## config.mk

```make
export PLATFORM = sky130hd
export DESIGN_NAME = playfair_digraph_cipher_10x10_unit
export DESIGN_NICKNAME = d
export VERILOG_FILES = /design/src/design/pfc_pkg.sv /design/src/design/pfc_ram.sv /design/src/design/pfc_step_unit.sv /design/src/design/playfair_digraph_cipher_10x10_unit.sv
export SDC_FILE = /design/constraint.sdc
export NUM_CORES = 2
export LEC_CHECK = 0
export ABC_AREA = 1
export BUFFER_PORTS_ARGS = -buffer_cell sky130_fd_sc_hd__buf_4
export CAP_MARGIN = 30
export CELL_PAD_IN_SITES_DETAIL_PLACEMENT = 1
export CELL_PAD_IN_SITES_GLOBAL_PLACEMENT = 2
export CORE_UTILIZATION = 45
export CTS_CLUSTER_SIZE = 12
export DETAILED_ROUTE_END_ITERATION = 10
export GPL_ROUTABILITY_DRIVEN = 0
export PLACE_DENSITY = 0.8
export SETUP_SLACK_MARGIN = 0.15
export SYNTH_ARGS = -nofsm -noshare
export SYNTH_HDL_FRONTEND = slang
export SYNTH_HIERARCHICAL = 1
export SYNTH_SLANG_ARGS = --single-unit
```

## constraint.sdc

```tcl
create_clock -name clk -period 19.75 [get_ports clk]
set_input_delay 0.9875 -clock clk [delete_from_list [all_inputs] [get_ports clk]]
set_output_delay 0.9875 -clock clk [all_outputs]
set_load 0.01 [all_outputs]
```

## src/design/pfc_pkg.sv

```systemverilog
// ----------------------------------------------------------------------------
// pfc_pkg
// Shared codes and character constants for the Playfair 10x10 digraph unit.
// ----------------------------------------------------------------------------
`default_nettype none

package pfc_pkg;

  // Field widths of the stream payloads.
  localparam int MODE_W     = 3;
  localparam int CHAR_W     = 7;
  localparam int IN_DATA_W  = 16;
  localparam int OUT_DATA_W = 16;
  localparam int NUM_CHARS  = 1 << CHAR_W;

  // Operation codes carried in the input tuser field.
  localparam logic [MODE_W-1:0] MODE_CLEAR   = 3'd0;
  localparam logic [MODE_W-1:0] MODE_KEY     = 3'd1;
  localparam logic [MODE_W-1:0] MODE_FINISH  = 3'd2;
  localparam logic [MODE_W-1:0] MODE_ENCRYPT = 3'd3;
  localparam logic [MODE_W-1:0] MODE_DECRYPT = 3'd4;

  // Characters with a special meaning.
  localparam logic [CHAR_W-1:0] CHAR_PAD        = 7'h78;
  localparam logic [CHAR_W-1:0] CHAR_SPACE      = 7'h20;
  localparam logic [CHAR_W-1:0] CHAR_SEMI       = 7'h3B;
  localparam logic [CHAR_W-1:0] CHAR_DOT        = 7'h2E;
  localparam logic [CHAR_W-1:0] FIRST_PRINTABLE = 7'd32;
  localparam logic [CHAR_W-1:0] LAST_PRINTABLE  = 7'd126;

  typedef logic [CHAR_W-1:0] char_t;

  // Characters that never enter the key grid.
  function automatic logic is_excluded(input char_t c);
    return (c == CHAR_SPACE) || (c == CHAR_SEMI) || (c == CHAR_DOT);
  endfunction

endpackage

`default_nettype wire

```

## src/design/pfc_ram.sv

```systemverilog
// ----------------------------------------------------------------------------
// pfc_ram
// Generic single-write, single-read memory with a registered read port.
// ----------------------------------------------------------------------------
`default_nettype none

module pfc_ram #(
  parameter int WIDTH = 8,
  parameter int DEPTH = 128,
  localparam int AW   = (DEPTH > 1) ? $clog2(DEPTH) : 1
) (
  input  wire logic             clk,
  input  wire logic             we,
  input  wire logic [AW-1:0]    waddr,
  input  wire logic [WIDTH-1:0] wdata,
  input  wire logic [AW-1:0]    raddr,
  output logic      [WIDTH-1:0] rdata
);

  logic [WIDTH-1:0] mem [DEPTH];

  // Write port.
  always_ff @(posedge clk) begin
    if (we) begin
      mem[waddr] <= wdata;
    end
  end

  // Registered read port.
  always_ff @(posedge clk) begin
    rdata <= mem[raddr];
  end

endmodule

`default_nettype wire

```

## src/design/pfc_step_unit.sv

```systemverilog
// ----------------------------------------------------------------------------
// pfc_step_unit
// Shared cell address unit: applies the row, column or rectangle rule to one
// character of a pair and returns the linear grid address of its substitute.
// ----------------------------------------------------------------------------
`default_nettype none

module pfc_step_unit #(
  parameter int GRID_SIDE = 10,
  localparam int RW       = $clog2(GRID_SIDE),
  localparam int CELLS    = GRID_SIDE * GRID_SIDE,
  localparam int CW       = $clog2(CELLS)
) (
  input  wire logic          encrypt,
  input  wire logic [RW-1:0] own_row,
  input  wire logic [RW-1:0] own_col,
  input  wire logic [RW-1:0] oth_row,
  input  wire logic [RW-1:0] oth_col,
  output logic      [CW-1:0] cell_addr
);

  localparam logic [RW-1:0] LAST_IDX = RW'(GRID_SIDE - 1);

  logic [RW-1:0] row_sel;
  logic [RW-1:0] col_sel;
  logic [CW-1:0] row_ext;

  // Move one place along a row or column, wrapping at the grid edge.
  function automatic logic [RW-1:0] wrap_step(input logic [RW-1:0] x, input logic fwd);
    logic [RW-1:0] res;
    if (fwd) begin
      res = (x == LAST_IDX) ? '0 : x + RW'(1);
    end else begin
      res = (x == '0) ? LAST_IDX : x - RW'(1);
    end
    return res;
  endfunction

  // Same row wins over same column, as for a doubled character.
  always_comb begin
    if (own_row == oth_row) begin
      row_sel = own_row;
      col_sel = wrap_step(own_col, encrypt);
    end else if (own_col == oth_col) begin
      row_sel = wrap_step(own_row, encrypt);
      col_sel = own_col;
    end else begin
      row_sel = own_row;
      col_sel = oth_col;
    end
  end

  // Linear cell number: row times the grid side plus column.
  assign row_ext   = CW'(row_sel);
  assign cell_addr = row_ext * CW'(GRID_SIDE) + CW'(col_sel);

endmodule

`default_nettype wire

```

## src/design/playfair_digraph_cipher_10x10_unit.sv

```systemverilog
// ----------------------------------------------------------------------------
// playfair_digraph_cipher_10x10_unit
// Playfair digraph cipher over a GRID_SIDE x GRID_SIDE grid of 7-bit codes.
// ----------------------------------------------------------------------------
// The unit takes one beat at a time and is not ready while a beat is in
// work. A clear or a key character completes in the accepting cycle, so the
// next beat can follow right away. A finish beat walks the 95 printable codes
// one per cycle and keeps the input closed until the walk ends. An encrypt
// or decrypt beat holds the input closed through RDA, RDB, LDB, GR1, GR2 and
// DONE, which waits for a free output register: the two position lookups and
// the two grid reads each go through a single registered read port, with one
// shared address unit forming both grid addresses. Finished results sit in an
// output register, so a new beat is taken while the last result still waits.
// Reset clears the key state; no memory clearing pass is needed.
`default_nettype none

module playfair_digraph_cipher_10x10_unit
  import pfc_pkg::*;
#(
  parameter int GRID_SIDE = 10
) (
  input  wire logic                  clk,
  input  wire logic                  rst_n,
  // Input stream.
  input  wire logic                  in_tvalid,
  output logic                       in_tready,
  // tdata: first_char[6:0], second_char[13:7], second_present[14], zero fill
  input  wire logic [IN_DATA_W-1:0]  in_tdata,
  // tuser: mode[2:0]
  input  wire logic [MODE_W-1:0]     in_tuser,
  // tlast: last_pair
  input  wire logic                  in_tlast,
  // Result stream.
  output logic                       out_tvalid,
  input  wire logic                  out_tready,
  // tdata: out_first[6:0], out_second[13:7], zero fill
  output logic [OUT_DATA_W-1:0]      out_tdata,
  // tuser: second_valid
  output logic                       out_tuser,
  // tlast: end_of_message
  output logic                       out_tlast
);

  localparam int RW    = $clog2(GRID_SIDE);
  localparam int CELLS = GRID_SIDE * GRID_SIDE;
  localparam int CW    = $clog2(CELLS);
  localparam int FW    = $clog2(CELLS + 1);
  localparam logic [RW-1:0] LAST_IDX = RW'(GRID_SIDE - 1);

  // Sequencer states.
  localparam logic [2:0] S_IDLE = 3'd0;
  localparam logic [2:0] S_FIN  = 3'd1;
  localparam logic [2:0] S_RDA  = 3'd2;
  localparam logic [2:0] S_RDB  = 3'd3;
  localparam logic [2:0] S_LDB  = 3'd4;
  localparam logic [2:0] S_GR1  = 3'd5;
  localparam logic [2:0] S_GR2  = 3'd6;
  localparam logic [2:0] S_DONE = 3'd7;

  logic [2:0]           state_r, state_nxt;
  logic [NUM_CHARS-1:0] used_r, used_nxt;
  logic [FW-1:0]        fill_idx_r, fill_idx_nxt;
  logic [RW-1:0]        fill_row_r, fill_row_nxt;
  logic [RW-1:0]        fill_col_r, fill_col_nxt;
  char_t                fin_c_r, fin_c_nxt;
  logic                 out_valid_r, out_valid_nxt;

  // Pair payload registers.
  char_t         a_r, b_r;
  logic          enc_r, last_r;
  logic [RW-1:0] ra_r, ca_r, rb_r, cb_r;
  char_t         o1_r;
  logic          cv_r;
  char_t         out_first_r, out_second_r;
  logic          out_sv_r, out_last_r;

  logic          in_acc;
  char_t         in_first, in_second;
  logic          in_present;
  char_t         place_c;
  logic          place_en, place_ok, grid_full;

  logic [2*RW-1:0] pos_rdata;
  char_t           pos_raddr;
  char_t           grid_rdata;
  logic [CW-1:0]   grid_raddr;
  logic            sel_second;
  logic [RW-1:0]   own_row, own_col, oth_row, oth_col;
  logic            cell_valid;
  logic            out_load;
  char_t           o2_raw;
  logic            drop_pad;

  assign in_first   = in_tdata[CHAR_W-1:0];
  assign in_second  = in_tdata[2*CHAR_W-1:CHAR_W];
  assign in_present = in_tdata[2*CHAR_W];

  assign in_tready = (state_r == S_IDLE);
  assign in_acc    = in_tvalid && in_tready;

  // Key placement: one character per cycle from a key beat or the finish walk.
  assign grid_full = (fill_idx_r == FW'(CELLS));
  assign place_c   = (state_r == S_FIN) ? fin_c_r : in_first;
  assign place_en  = (state_r == S_FIN) || (in_acc && in_tuser == MODE_KEY);
  assign place_ok  = place_en && !used_r[place_c] && !is_excluded(place_c) && !grid_full;

  // Character to {row, col} lookup; entries without a used bit read as cell 0.
  assign pos_raddr = (state_r == S_RDA) ? a_r : b_r;

  pfc_ram #(
    .WIDTH (2 * RW),
    .DEPTH (NUM_CHARS)
  ) u_pos_ram (
    .clk   (clk),
    .we    (place_ok),
    .waddr (place_c),
    .wdata ({fill_row_r, fill_col_r}),
    .raddr (pos_raddr),
    .rdata (pos_rdata)
  );

  // Key grid; cells at or above the fill count read as zero.
  pfc_ram #(
    .WIDTH (CHAR_W),
    .DEPTH (CELLS)
  ) u_grid_ram (
    .clk   (clk),
    .we    (place_ok),
    .waddr (fill_idx_r[CW-1:0]),
    .wdata (place_c),
    .raddr (grid_raddr),
    .rdata (grid_rdata)
  );

  // Shared address unit, first for the first character, then for the second.
  assign sel_second = (state_r != S_GR1);
  assign own_row    = sel_second ? rb_r : ra_r;
  assign own_col    = sel_second ? cb_r : ca_r;
  assign oth_row    = sel_second ? ra_r : rb_r;
  assign oth_col    = sel_second ? ca_r : cb_r;

  pfc_step_unit #(
    .GRID_SIDE (GRID_SIDE)
  ) u_step (
    .encrypt   (enc_r),
    .own_row   (own_row),
    .own_col   (own_col),
    .oth_row   (oth_row),
    .oth_col   (oth_col),
    .cell_addr (grid_raddr)
  );

  assign cell_valid = (FW'(grid_raddr) < fill_idx_r);

  // Result formation, with the trailing pad dropped on a final decrypted pair.
  assign o2_raw   = cv_r ? grid_rdata : '0;
  assign drop_pad = !enc_r && last_r && (o2_raw == CHAR_PAD);
  assign out_load = (state_r == S_DONE) && (!out_valid_r || out_tready);

  // Sequencer and key state.
  always_comb begin
    state_nxt     = state_r;
    used_nxt      = used_r;
    fill_idx_nxt  = fill_idx_r;
    fill_row_nxt  = fill_row_r;
    fill_col_nxt  = fill_col_r;
    fin_c_nxt     = fin_c_r;
    out_valid_nxt = out_valid_r;

    if (place_ok) begin
      used_nxt[place_c] = 1'b1;
      fill_idx_nxt      = fill_idx_r + FW'(1);
      if (fill_col_r == LAST_IDX) begin
        fill_col_nxt = '0;
        fill_row_nxt = (fill_row_r == LAST_IDX) ? '0 : fill_row_r + RW'(1);
      end else begin
        fill_col_nxt = fill_col_r + RW'(1);
      end
    end

    unique case (state_r)
      S_IDLE: begin
        if (in_acc) begin
          case (in_tuser)
            MODE_CLEAR: begin
              used_nxt     = '0;
              fill_idx_nxt = '0;
              fill_row_nxt = '0;
              fill_col_nxt = '0;
            end
            MODE_FINISH: begin
              fin_c_nxt = FIRST_PRINTABLE;
              state_nxt = S_FIN;
            end
            MODE_ENCRYPT, MODE_DECRYPT: begin
              state_nxt = S_RDA;
            end
            default: begin
            end
          endcase
        end
      end
      S_FIN: begin
        fin_c_nxt = fin_c_r + CHAR_W'(1);
        if (fin_c_r == LAST_PRINTABLE) begin
          state_nxt = S_IDLE;
        end
      end
      S_RDA:  state_nxt = S_RDB;
      S_RDB:  state_nxt = S_LDB;
      S_LDB:  state_nxt = S_GR1;
      S_GR1:  state_nxt = S_GR2;
      S_GR2:  state_nxt = S_DONE;
      S_DONE: begin
        if (out_load) begin
          state_nxt = S_IDLE;
        end
      end
      default: state_nxt = S_IDLE;
    endcase

    // Output register handshake.
    if (out_load) begin
      out_valid_nxt = 1'b1;
    end else if (out_tready) begin
      out_valid_nxt = 1'b0;
    end
  end

  // Control registers.
  always_ff @(posedge clk) begin
    if (!rst_n) begin
      state_r     <= S_IDLE;
      used_r      <= '0;
      fill_idx_r  <= '0;
      fill_row_r  <= '0;
      fill_col_r  <= '0;
      fin_c_r     <= FIRST_PRINTABLE;
      out_valid_r <= 1'b0;
    end else begin
      state_r     <= state_nxt;
      used_r      <= used_nxt;
      fill_idx_r  <= fill_idx_nxt;
      fill_row_r  <= fill_row_nxt;
      fill_col_r  <= fill_col_nxt;
      fin_c_r     <= fin_c_nxt;
      out_valid_r <= out_valid_nxt;
    end
  end

  // Pair datapath registers.
  always_ff @(posedge clk) begin
    if (in_acc) begin
      a_r    <= in_first;
      b_r    <= in_present ? in_second : CHAR_PAD;
      enc_r  <= (in_tuser == MODE_ENCRYPT);
      last_r <= in_tlast;
    end
    if (state_r == S_RDB) begin
      ra_r <= used_r[a_r] ? pos_rdata[2*RW-1:RW] : '0;
      ca_r <= used_r[a_r] ? pos_rdata[RW-1:0]    : '0;
    end
    if (state_r == S_LDB) begin
      rb_r <= used_r[b_r] ? pos_rdata[2*RW-1:RW] : '0;
      cb_r <= used_r[b_r] ? pos_rdata[RW-1:0]    : '0;
    end
    if (state_r == S_GR1 || state_r == S_GR2) begin
      cv_r <= cell_valid;
    end
    if (state_r == S_GR2) begin
      o1_r <= cv_r ? grid_rdata : '0;
    end
    if (out_load) begin
      out_first_r  <= o1_r;
      out_second_r <= drop_pad ? '0 : o2_raw;
      out_sv_r     <= !drop_pad;
      out_last_r   <= last_r;
    end
  end

  assign out_tvalid = out_valid_r;
  assign out_tdata  = {(OUT_DATA_W - 2 * CHAR_W)'(0), out_second_r, out_first_r};
  assign out_tuser  = out_sv_r;
  assign out_tlast  = out_last_r;

endmodule

`default_nettype wire

```

Word level (Yosys, flattened, before mapping)
Memory sizes are Yosys's and may differ from the RTL's. A register that Yosys moved wholly into a read port is not among the register bits.
Index checks and enable logic that the tools add are counted.

cells by class
  $add $sub $neg = 9
  bitwise gates (word level) = 1
  reductions and logical operators = 29
  multiplexer cells = 56
  magnitude comparators = 5
  $mul = 1
  equality and inequality tests = 29

operators with widths
  operator             number
  $mux 128             4
  $or 128x128->128     1
  $mux 4               25
  $mux 7               9
  $lt 7x8->1 const B   3
  $pmux 3 s8           1
  $bmux 1 s7           3
  $eq 7x6->1 const B   3
  $eq 7x7->1 const B   3
  $add 4x1->4 const B  4
  $eq 4x4->1 const B   4
  $eq 3x3->1 const B   5
  $add 7x1->7 const B  2
  $pmux 7 s2           1
  $eq 3x2->1 const B   4
  $logic_and 1x1->1    9
  $mux 3               3
  $eq 4x4->1           2
  $logic_not 4->1      2
  $mux 1               8
  $sub 4x1->4 const B  2
  $add 7x4->7          1
  $demux 1 s7          1
  $ge 7x1->1 const B   1
  other kinds (15)     29

storage, ports and cells
  bits in registers = 210
  memories kept = 2
  input port bits = 24
  RAM bits = 1724

memory list
  name            depth  width  rd ports  clocked after Yosys merged registers in  wr ports  RTL line       text
  u_pos_ram.mem   128    8      1         1                                        1         pfc_ram.sv:20  logic [WIDTH-1:0] mem [DEPTH];
  u_grid_ram.mem  100    7      1         1                                        1         pfc_ram.sv:20

Logic depth before layout (Yosys ltp)
  depth after elaboration = 12
  depth in mapped cells = 34
  depth with buffers taken out = 32

By module
Netlist, hierarchy kept.

by module, submodules not included
  module                              sequential area each (um2)  area each (um2)  times used  cells each
  pfc_ram at u_pos_ram                30909.6                     42104.1          1           3575
  pfc_ram at u_grid_ram               21160.3                     28975.3          1           2527
  playfair_digraph_cipher_10x10_unit  4764.6                      12851.1          1           1965
  pfc_step_unit                       0.0                         903.4            1           149

Least setup slack after synthesis
No wires, ideal clock.

  path type = reg-to-reg
  start point = register state_r[1]
  end point = memory u_grid_ram/mem[57][0] in the netlist's numbering, enable pin
  path slack = 13493 ps
  buffers on the path = 2
  setup time = 390 ps
  stages on the path, launching flop included = 12
  arrival = 5867 ps
  cell sequence = dfxtp_1 > nor2_4 > nand2_2 > buf_6 > o21ai_1 > nor2_1 > nand3_1 > nand3_2 > nor3_1 > clkbuf_1 > nand3_1 > nor4_1

between the ends
  longest elaborated chain between the ends = 10

ends and longest elaborated chain
  element                                                                  RTL line                                                  text
  start: declaration                                                       playfair_digraph_cipher_10x10_unit.sv:60                  logic [2:0] state_r, state_nxt;
  start signal: assignment                                                 playfair_digraph_cipher_10x10_unit.sv:241                 state_r <= state_nxt;
  $eq 3x1->1 *                                                             playfair_digraph_cipher_10x10_unit.sv:103                 assign place_c = (state_r == S_FIN) ? fin_c_r : in_first;
  $mux 7 *                                                                 playfair_digraph_cipher_10x10_unit.sv:103
  named net place_c[5]                                                     playfair_digraph_cipher_10x10_unit.sv:80                  char_t place_c;
  $bmux 1 s7 / $eq 7x6->1 (equally long branches)                          playfair_digraph_cipher_10x10_unit.sv:105, pfc_pkg.sv:35
  $mux 1 (not written as such) / $logic_or 1x1->1 (equally long branches)  playfair_digraph_cipher_10x10_unit.sv:105, pfc_pkg.sv:35
  $logic_not 1->1 / $logic_or 1x1->1 (equally long branches)               playfair_digraph_cipher_10x10_unit.sv:105, pfc_pkg.sv:35
  $logic_and 1x1->1 / $logic_not 1->1 (equally long branches)              playfair_digraph_cipher_10x10_unit.sv:105                 assign place_ok = place_en && !used_r[place_c] && !is_excluded(place_c) && !grid_full;
  $logic_and 1x1->1 * (2 in series)                                        playfair_digraph_cipher_10x10_unit.sv:105
  named net place_ok                                                       playfair_digraph_cipher_10x10_unit.sv:81                  logic place_en, place_ok, grid_full;
  $mux 1 *                                                                 pfc_ram.sv:24                                             if (we) begin
  $mux 1 (not written as such) *                                           pfc_ram.sv:25                                             mem[waddr] <= wdata;
  end: declaration                                                         pfc_ram.sv:20

The timed path passes the listed nets; every way through them passes the cells marked *. The select of a mux whose other input is x is not followed.

Final worst setup path
  start point = register state_r[0]
  end point = register u_grid_ram.rdata[5], read port of u_grid_ram.mem

between the ends
  longest elaborated chain between the ends = 9

ends and longest elaborated chain
  element                                               RTL line                                   text
  $ne 3x3->1 *                                          playfair_digraph_cipher_10x10_unit.sv:136  assign sel_second = (state_r != S_GR1);
  $mux 4 *                                              playfair_digraph_cipher_10x10_unit.sv:137  assign own_row = sel_second ? rb_r : ra_r;
  named net own_row[1]                                  playfair_digraph_cipher_10x10_unit.sv:88   logic [RW-1:0] own_row, own_col, oth_row, oth_col;
  $eq 4x4->1 / $logic_not 4->1 (equally long branches)  pfc_step_unit.sv:32, pfc_step_unit.sv:34
  $mux 4 (on tied branches)                             pfc_step_unit.sv:32, pfc_step_unit.sv:34
  $mux 4                                                pfc_step_unit.sv:31                        if (fwd) begin
  $mux 4                                                pfc_step_unit.sv:44                        end else if (own_col == oth_col) begin
  $mux 4                                                pfc_step_unit.sv:41                        if (own_row == oth_row) begin
  $mul 4x3->6                                           pfc_step_unit.sv:55                        assign cell_addr = row_ext * CW'(GRID_SIDE) + CW'(col_sel);
  $add 7x4->7 *                                         pfc_step_unit.sv:55
  named net grid_raddr[1]                               playfair_digraph_cipher_10x10_unit.sv:86   logic [CW-1:0] grid_raddr;
  end: declaration                                      pfc_ram.sv:17                              output logic [WIDTH-1:0] rdata

The timed path passes the listed nets; every way through them passes the cells marked *.
A chain may end at the register's enable or synchronous reset.

==> qor.log <==
qor: outcome.run_status complete, no violations
qor: floorplanning.placeableCoreArea 186400 sq um
qor: sta.worst_slew_margin_rel 0.3078
qor: routing.detailed_routing_iterations_pass_1 5
qor: sta.report.final.slew_viol_count 0
qor: worst_setup_path.critPathKind register to register
qor: worst_setup_path.cell_family_with_most_cp_delay buffers and inverters
qor: synthesis.synth_top_cell_area_share 0.6301
qor: layout.post_route_cells_drive_above_1_share 0.06121
qor: sta.timing.fmax 145.3 MHz
qor: synthesis.syn_area_per_cell 10.33 sq um
qor: floorplanning.design.portCount 44
qor: worst_setup_path.timing.critical_path.slowest_cell_delay 0.87 ns
qor: layout.flow.area_growth_from_synthesis 9.790%
qor: floorplanning.floorplan.die_area 190300 sq um
qor: routing.route.detailed.vias_per_inst 5.688
qor: synthesis.synth_area 84830 sq um
qor: floorplanning.floorplan.initialDensity 0.4551
qor: global_routing.grt-ovfl-total 0
qor: clock_network.clock_tree.htree_level_count 4
qor: worst_setup_path.worstPathBufferInverterCount 4
qor: placed_design.place_hpwl 147700 um
qor: flow_run.max_cap_viol_count 0
qor: routing.wl 255800 um
qor: synthesis.synth_edf_count 1780
qor: layout.layout.nets 8108
qor: routing.drc 0
qor: sta.worst_pin_slew 1.034 ns
qor: power.power_per_cell_area 139.7 nW/um^2
qor: worst_setup_path.worstPathMaxFanout 68
qor: worst_setup_path.crit_top_cell nand2_1
qor: placed_design.numPortBuffers 40
qor: synthesis.synth_largest_area_cell edfxtp_1
qor: clock_network.cts_buf_count 207
qor: global_routing.gr-usage-all-layers 0.2669
qor: clock_network.postCtsSetupRepairBufs 0
qor: global_routing.vias_in_the_first_global_route 62200
qor: layout.finish.utilization 0.4996
qor: floorplanning.placementRows 158
qor: worst_setup_path.critPathLaunchType register
qor: clock_network.clk_root_buffer_cell clkbuf_16
qor: sta.number_of_hold_slack_violations_in_the_final_timing_report 0
qor: synthesis.ys_top_cells_by_count nand2_1, edfxtp_1, nand3_1, nor2_1, inv_1
qor: clock_network.clock_tree_from_tritoncts done
qor: worst_setup_path.critPathArrivalTime 7.61 ns
qor: power.leakage 0.03379 uW
qor: sta.finalSetupViolCount 0
qor: synthesis.yosys_register_bits 1949
qor: worst_setup_path.cp.required 20.47 ns
qor: global_routing.initial_antenna_violation_count 3
qor: floorplanning.die_y 436.2 um
qor: clock_network.tritoncts_num_sinks 1949
qor: routing.vias 60850
qor: floorplanning.dieWidth 436.2 um
qor: synthesis.synth_async_sr_flop_share 0
qor: clock_network.clock_pin_transition_on_the_worst_setup_and_hold_timing_paths 0.06 ns
qor: clock_network.cts_hold_repair.buffers 0
qor: layout.final_cell_area 93140 sq um
qor: power.vdd_ir_drop_max 0.1281 mV
qor: synthesis.synth-main-ff-cell edfxtp_1
qor: placed_design.place_ws 12.90 ns
qor: worst_setup_path.crit_path_top_delay_cell buf_4
qor: sta.final.period_utilization 0.3485
qor: clock_network.maximum_count_of_clock_buffers_along_a_single_path 3
qor: sta.worst_slack 12.87 ns
qor: worst_setup_path.worstSetupEndpointType register
qor: sta.totalNegativeSetupSlack 0 ns
qor: worst_setup_path.worstPathCellList nand2_1, buf_4, o21ai_0, inv_1, ha_1, nand2_1, nor2_1, o21ai_0, o21ai_0, o21ai_0, ha_4, buf_4, buf_4, nand3_1, nand3_1, nand2_1, nand2_1, nand3_1, nand3_1, nand2_1, nand2_1, nand2_1
qor: synthesis.yosysMostFrequentCell nand2_1
qor: hold_path.hold_path.class input port to register
qor: global_routing.first_pass_grt_wire_length 387300 um
qor: sta.min_period 6.882 ns
qor: clock_network.post_cts_resize_count 0
qor: synthesis.synth_cell_type_count 49
qor: power.design_power_total 13010 uW
qor: synthesis.yosysWarnings 6
qor: routing.drt.antenna.violating_nets 0
qor: sta.skew 0.04382 ns
qor: sta.grt_setup_unrepaired false
qor: synthesis.ys_seq_area_frac 0.6700
qor: routing.drtIter0Drc 4447
qor: routing.wl_per_cell 23.91 um
qor: clock_network.clk_latency 0.87 ns
qor: synthesis.ys_top_cells_by_area edfxtp_1, nand2_1, nand3_1, dfxtp_1, nor2_1
qor: placed_design.area_of_placed_instances 86740 sq um
qor: synthesis.post_synthesis_cell_count 8216
qor: global_routing.maximum_number_of_pins_on_one_net_before_global_route_repair 208
cell type report:
cell class,count,area (sq um)
fillers,20120,93280
clock inverters,103,763.2
repair buffers,155,1416
inverters,352,1371
multi-input cells,5395,24110
flip-flops and latches,1949,56860
diodes,1,2.502
well taps,2480,3103
clock buffers,263,5505
state kept, by name (all words and copies together), names as in the netlist, 8 cells and up:
signal / flops
u_grid_ram/mem: 700
u_pos_ram/rdata: 8
used_r: 128
u_pos_ram/mem: 1024
logic make-up (layout without fill, tap and decap cells):
kind of cell,count (synthesis),in the layout,share of synthesized area
AND/OR/NAND/NOR,4786,4786,0.2395
multiplexers,1,1,0.0001327
XOR/XNOR,16,16,0.001873
AO/OA/AOI/OAI,566,566,0.03652
buffers and inverters,873,873,0.04826
other,1,3,0.00004420
flip-flops,1949,1949,0.6700
adder cells (fa/ha/maj),24,24,0.003717
worst register-to-register path: stages, from the launching register on:
cell,delay (ns)
dfxtp_1,0.57
nand2_1,0.35
buf_4,0.31
o21ai_0,0.68
inv_1,0.21
ha_1,0.24
nand2_1,0.09
nor2_1,0.08
o21ai_0,0.17
o21ai_0,0.10
o21ai_0,0.39
ha_4,0.60
buf_4,0.90
buf_4,0.79
nand3_1,0.16
nand3_1,0.14
nand2_1,0.14
nand2_1,0.10
nand3_1,0.16
nand3_1,0.24
nand2_1,0.14
nand2_1,0.14
nand2_1,0.10
worst paths after layout:
path                                  to  slack, ns  cells after the start                     from
max reg2reg  u_grid_ram/rdata[5]$_DFF_P_      12.87                     22  state_r[0]$_SDFFE_PN0P_
max          u_grid_ram/rdata[5]$_DFF_P_      12.87                     22  state_r[0]$_SDFFE_PN0P_
min                     last_r$_DFFE_PP_       0.31                      1                 in_tlast
min reg2reg     out_first_r[1]$_DFFE_PP_       0.42                      0        o1_r[1]$_DFFE_PP_
layer usage:
| layer | track usage | vias to the layer above | wire [um] |
|---|---|---|---|
| met2 | 0.4485 | 1397 | 125300 |
| met3 | 0.03131 | 413 | 11790 |
| met1 | 0.3613 | 30970 | 111400 |
| li1 | - | 28070 | - |
| met5 | 0 | - | 0 |
| met4 | 0.08415 | 0 | 7246 |
layout by cell type (no fill, tap or decap), drive strengths merged, types with 3 or more instances in the layout:
master    instances
clkinvlp          5
a31oi             3
o211ai           21
a221o             3
inv             351
buf             155
edfxtp         1780
nor4              4
a221oi           22
o21ai           252
xnor2             7
nand3          1746
ha               22
nor3             29
xor2              9
a21oi           238
clkinv           92
nand4             8
bufinv            7
nand2          2427
clkbuf          263
o221ai           16
o22ai             5
dfxtp           169
nor2            569
where the power goes:
group	total [uW]	switching (uW)	leakage (uW)	internal, uW
clock	3640	1600	0.00305	2050
sequential	4970	129	0.0185	4840
combinational	4390	3370	0.0123	1020
per-stage QoR:
step | hold slack [ns] | instances
6_report | 0.3129 | 10700
5_1_grt | 0.2860 | 10700
4_1_cts | 0.2507 | 10690
3_5_place_dp | 0.4063 | 10330
3_3_place_gp | 0.4055 | 10310
2_1_floorplan | 0.4003 | 8217
Power figures use the tool's default switching activity.
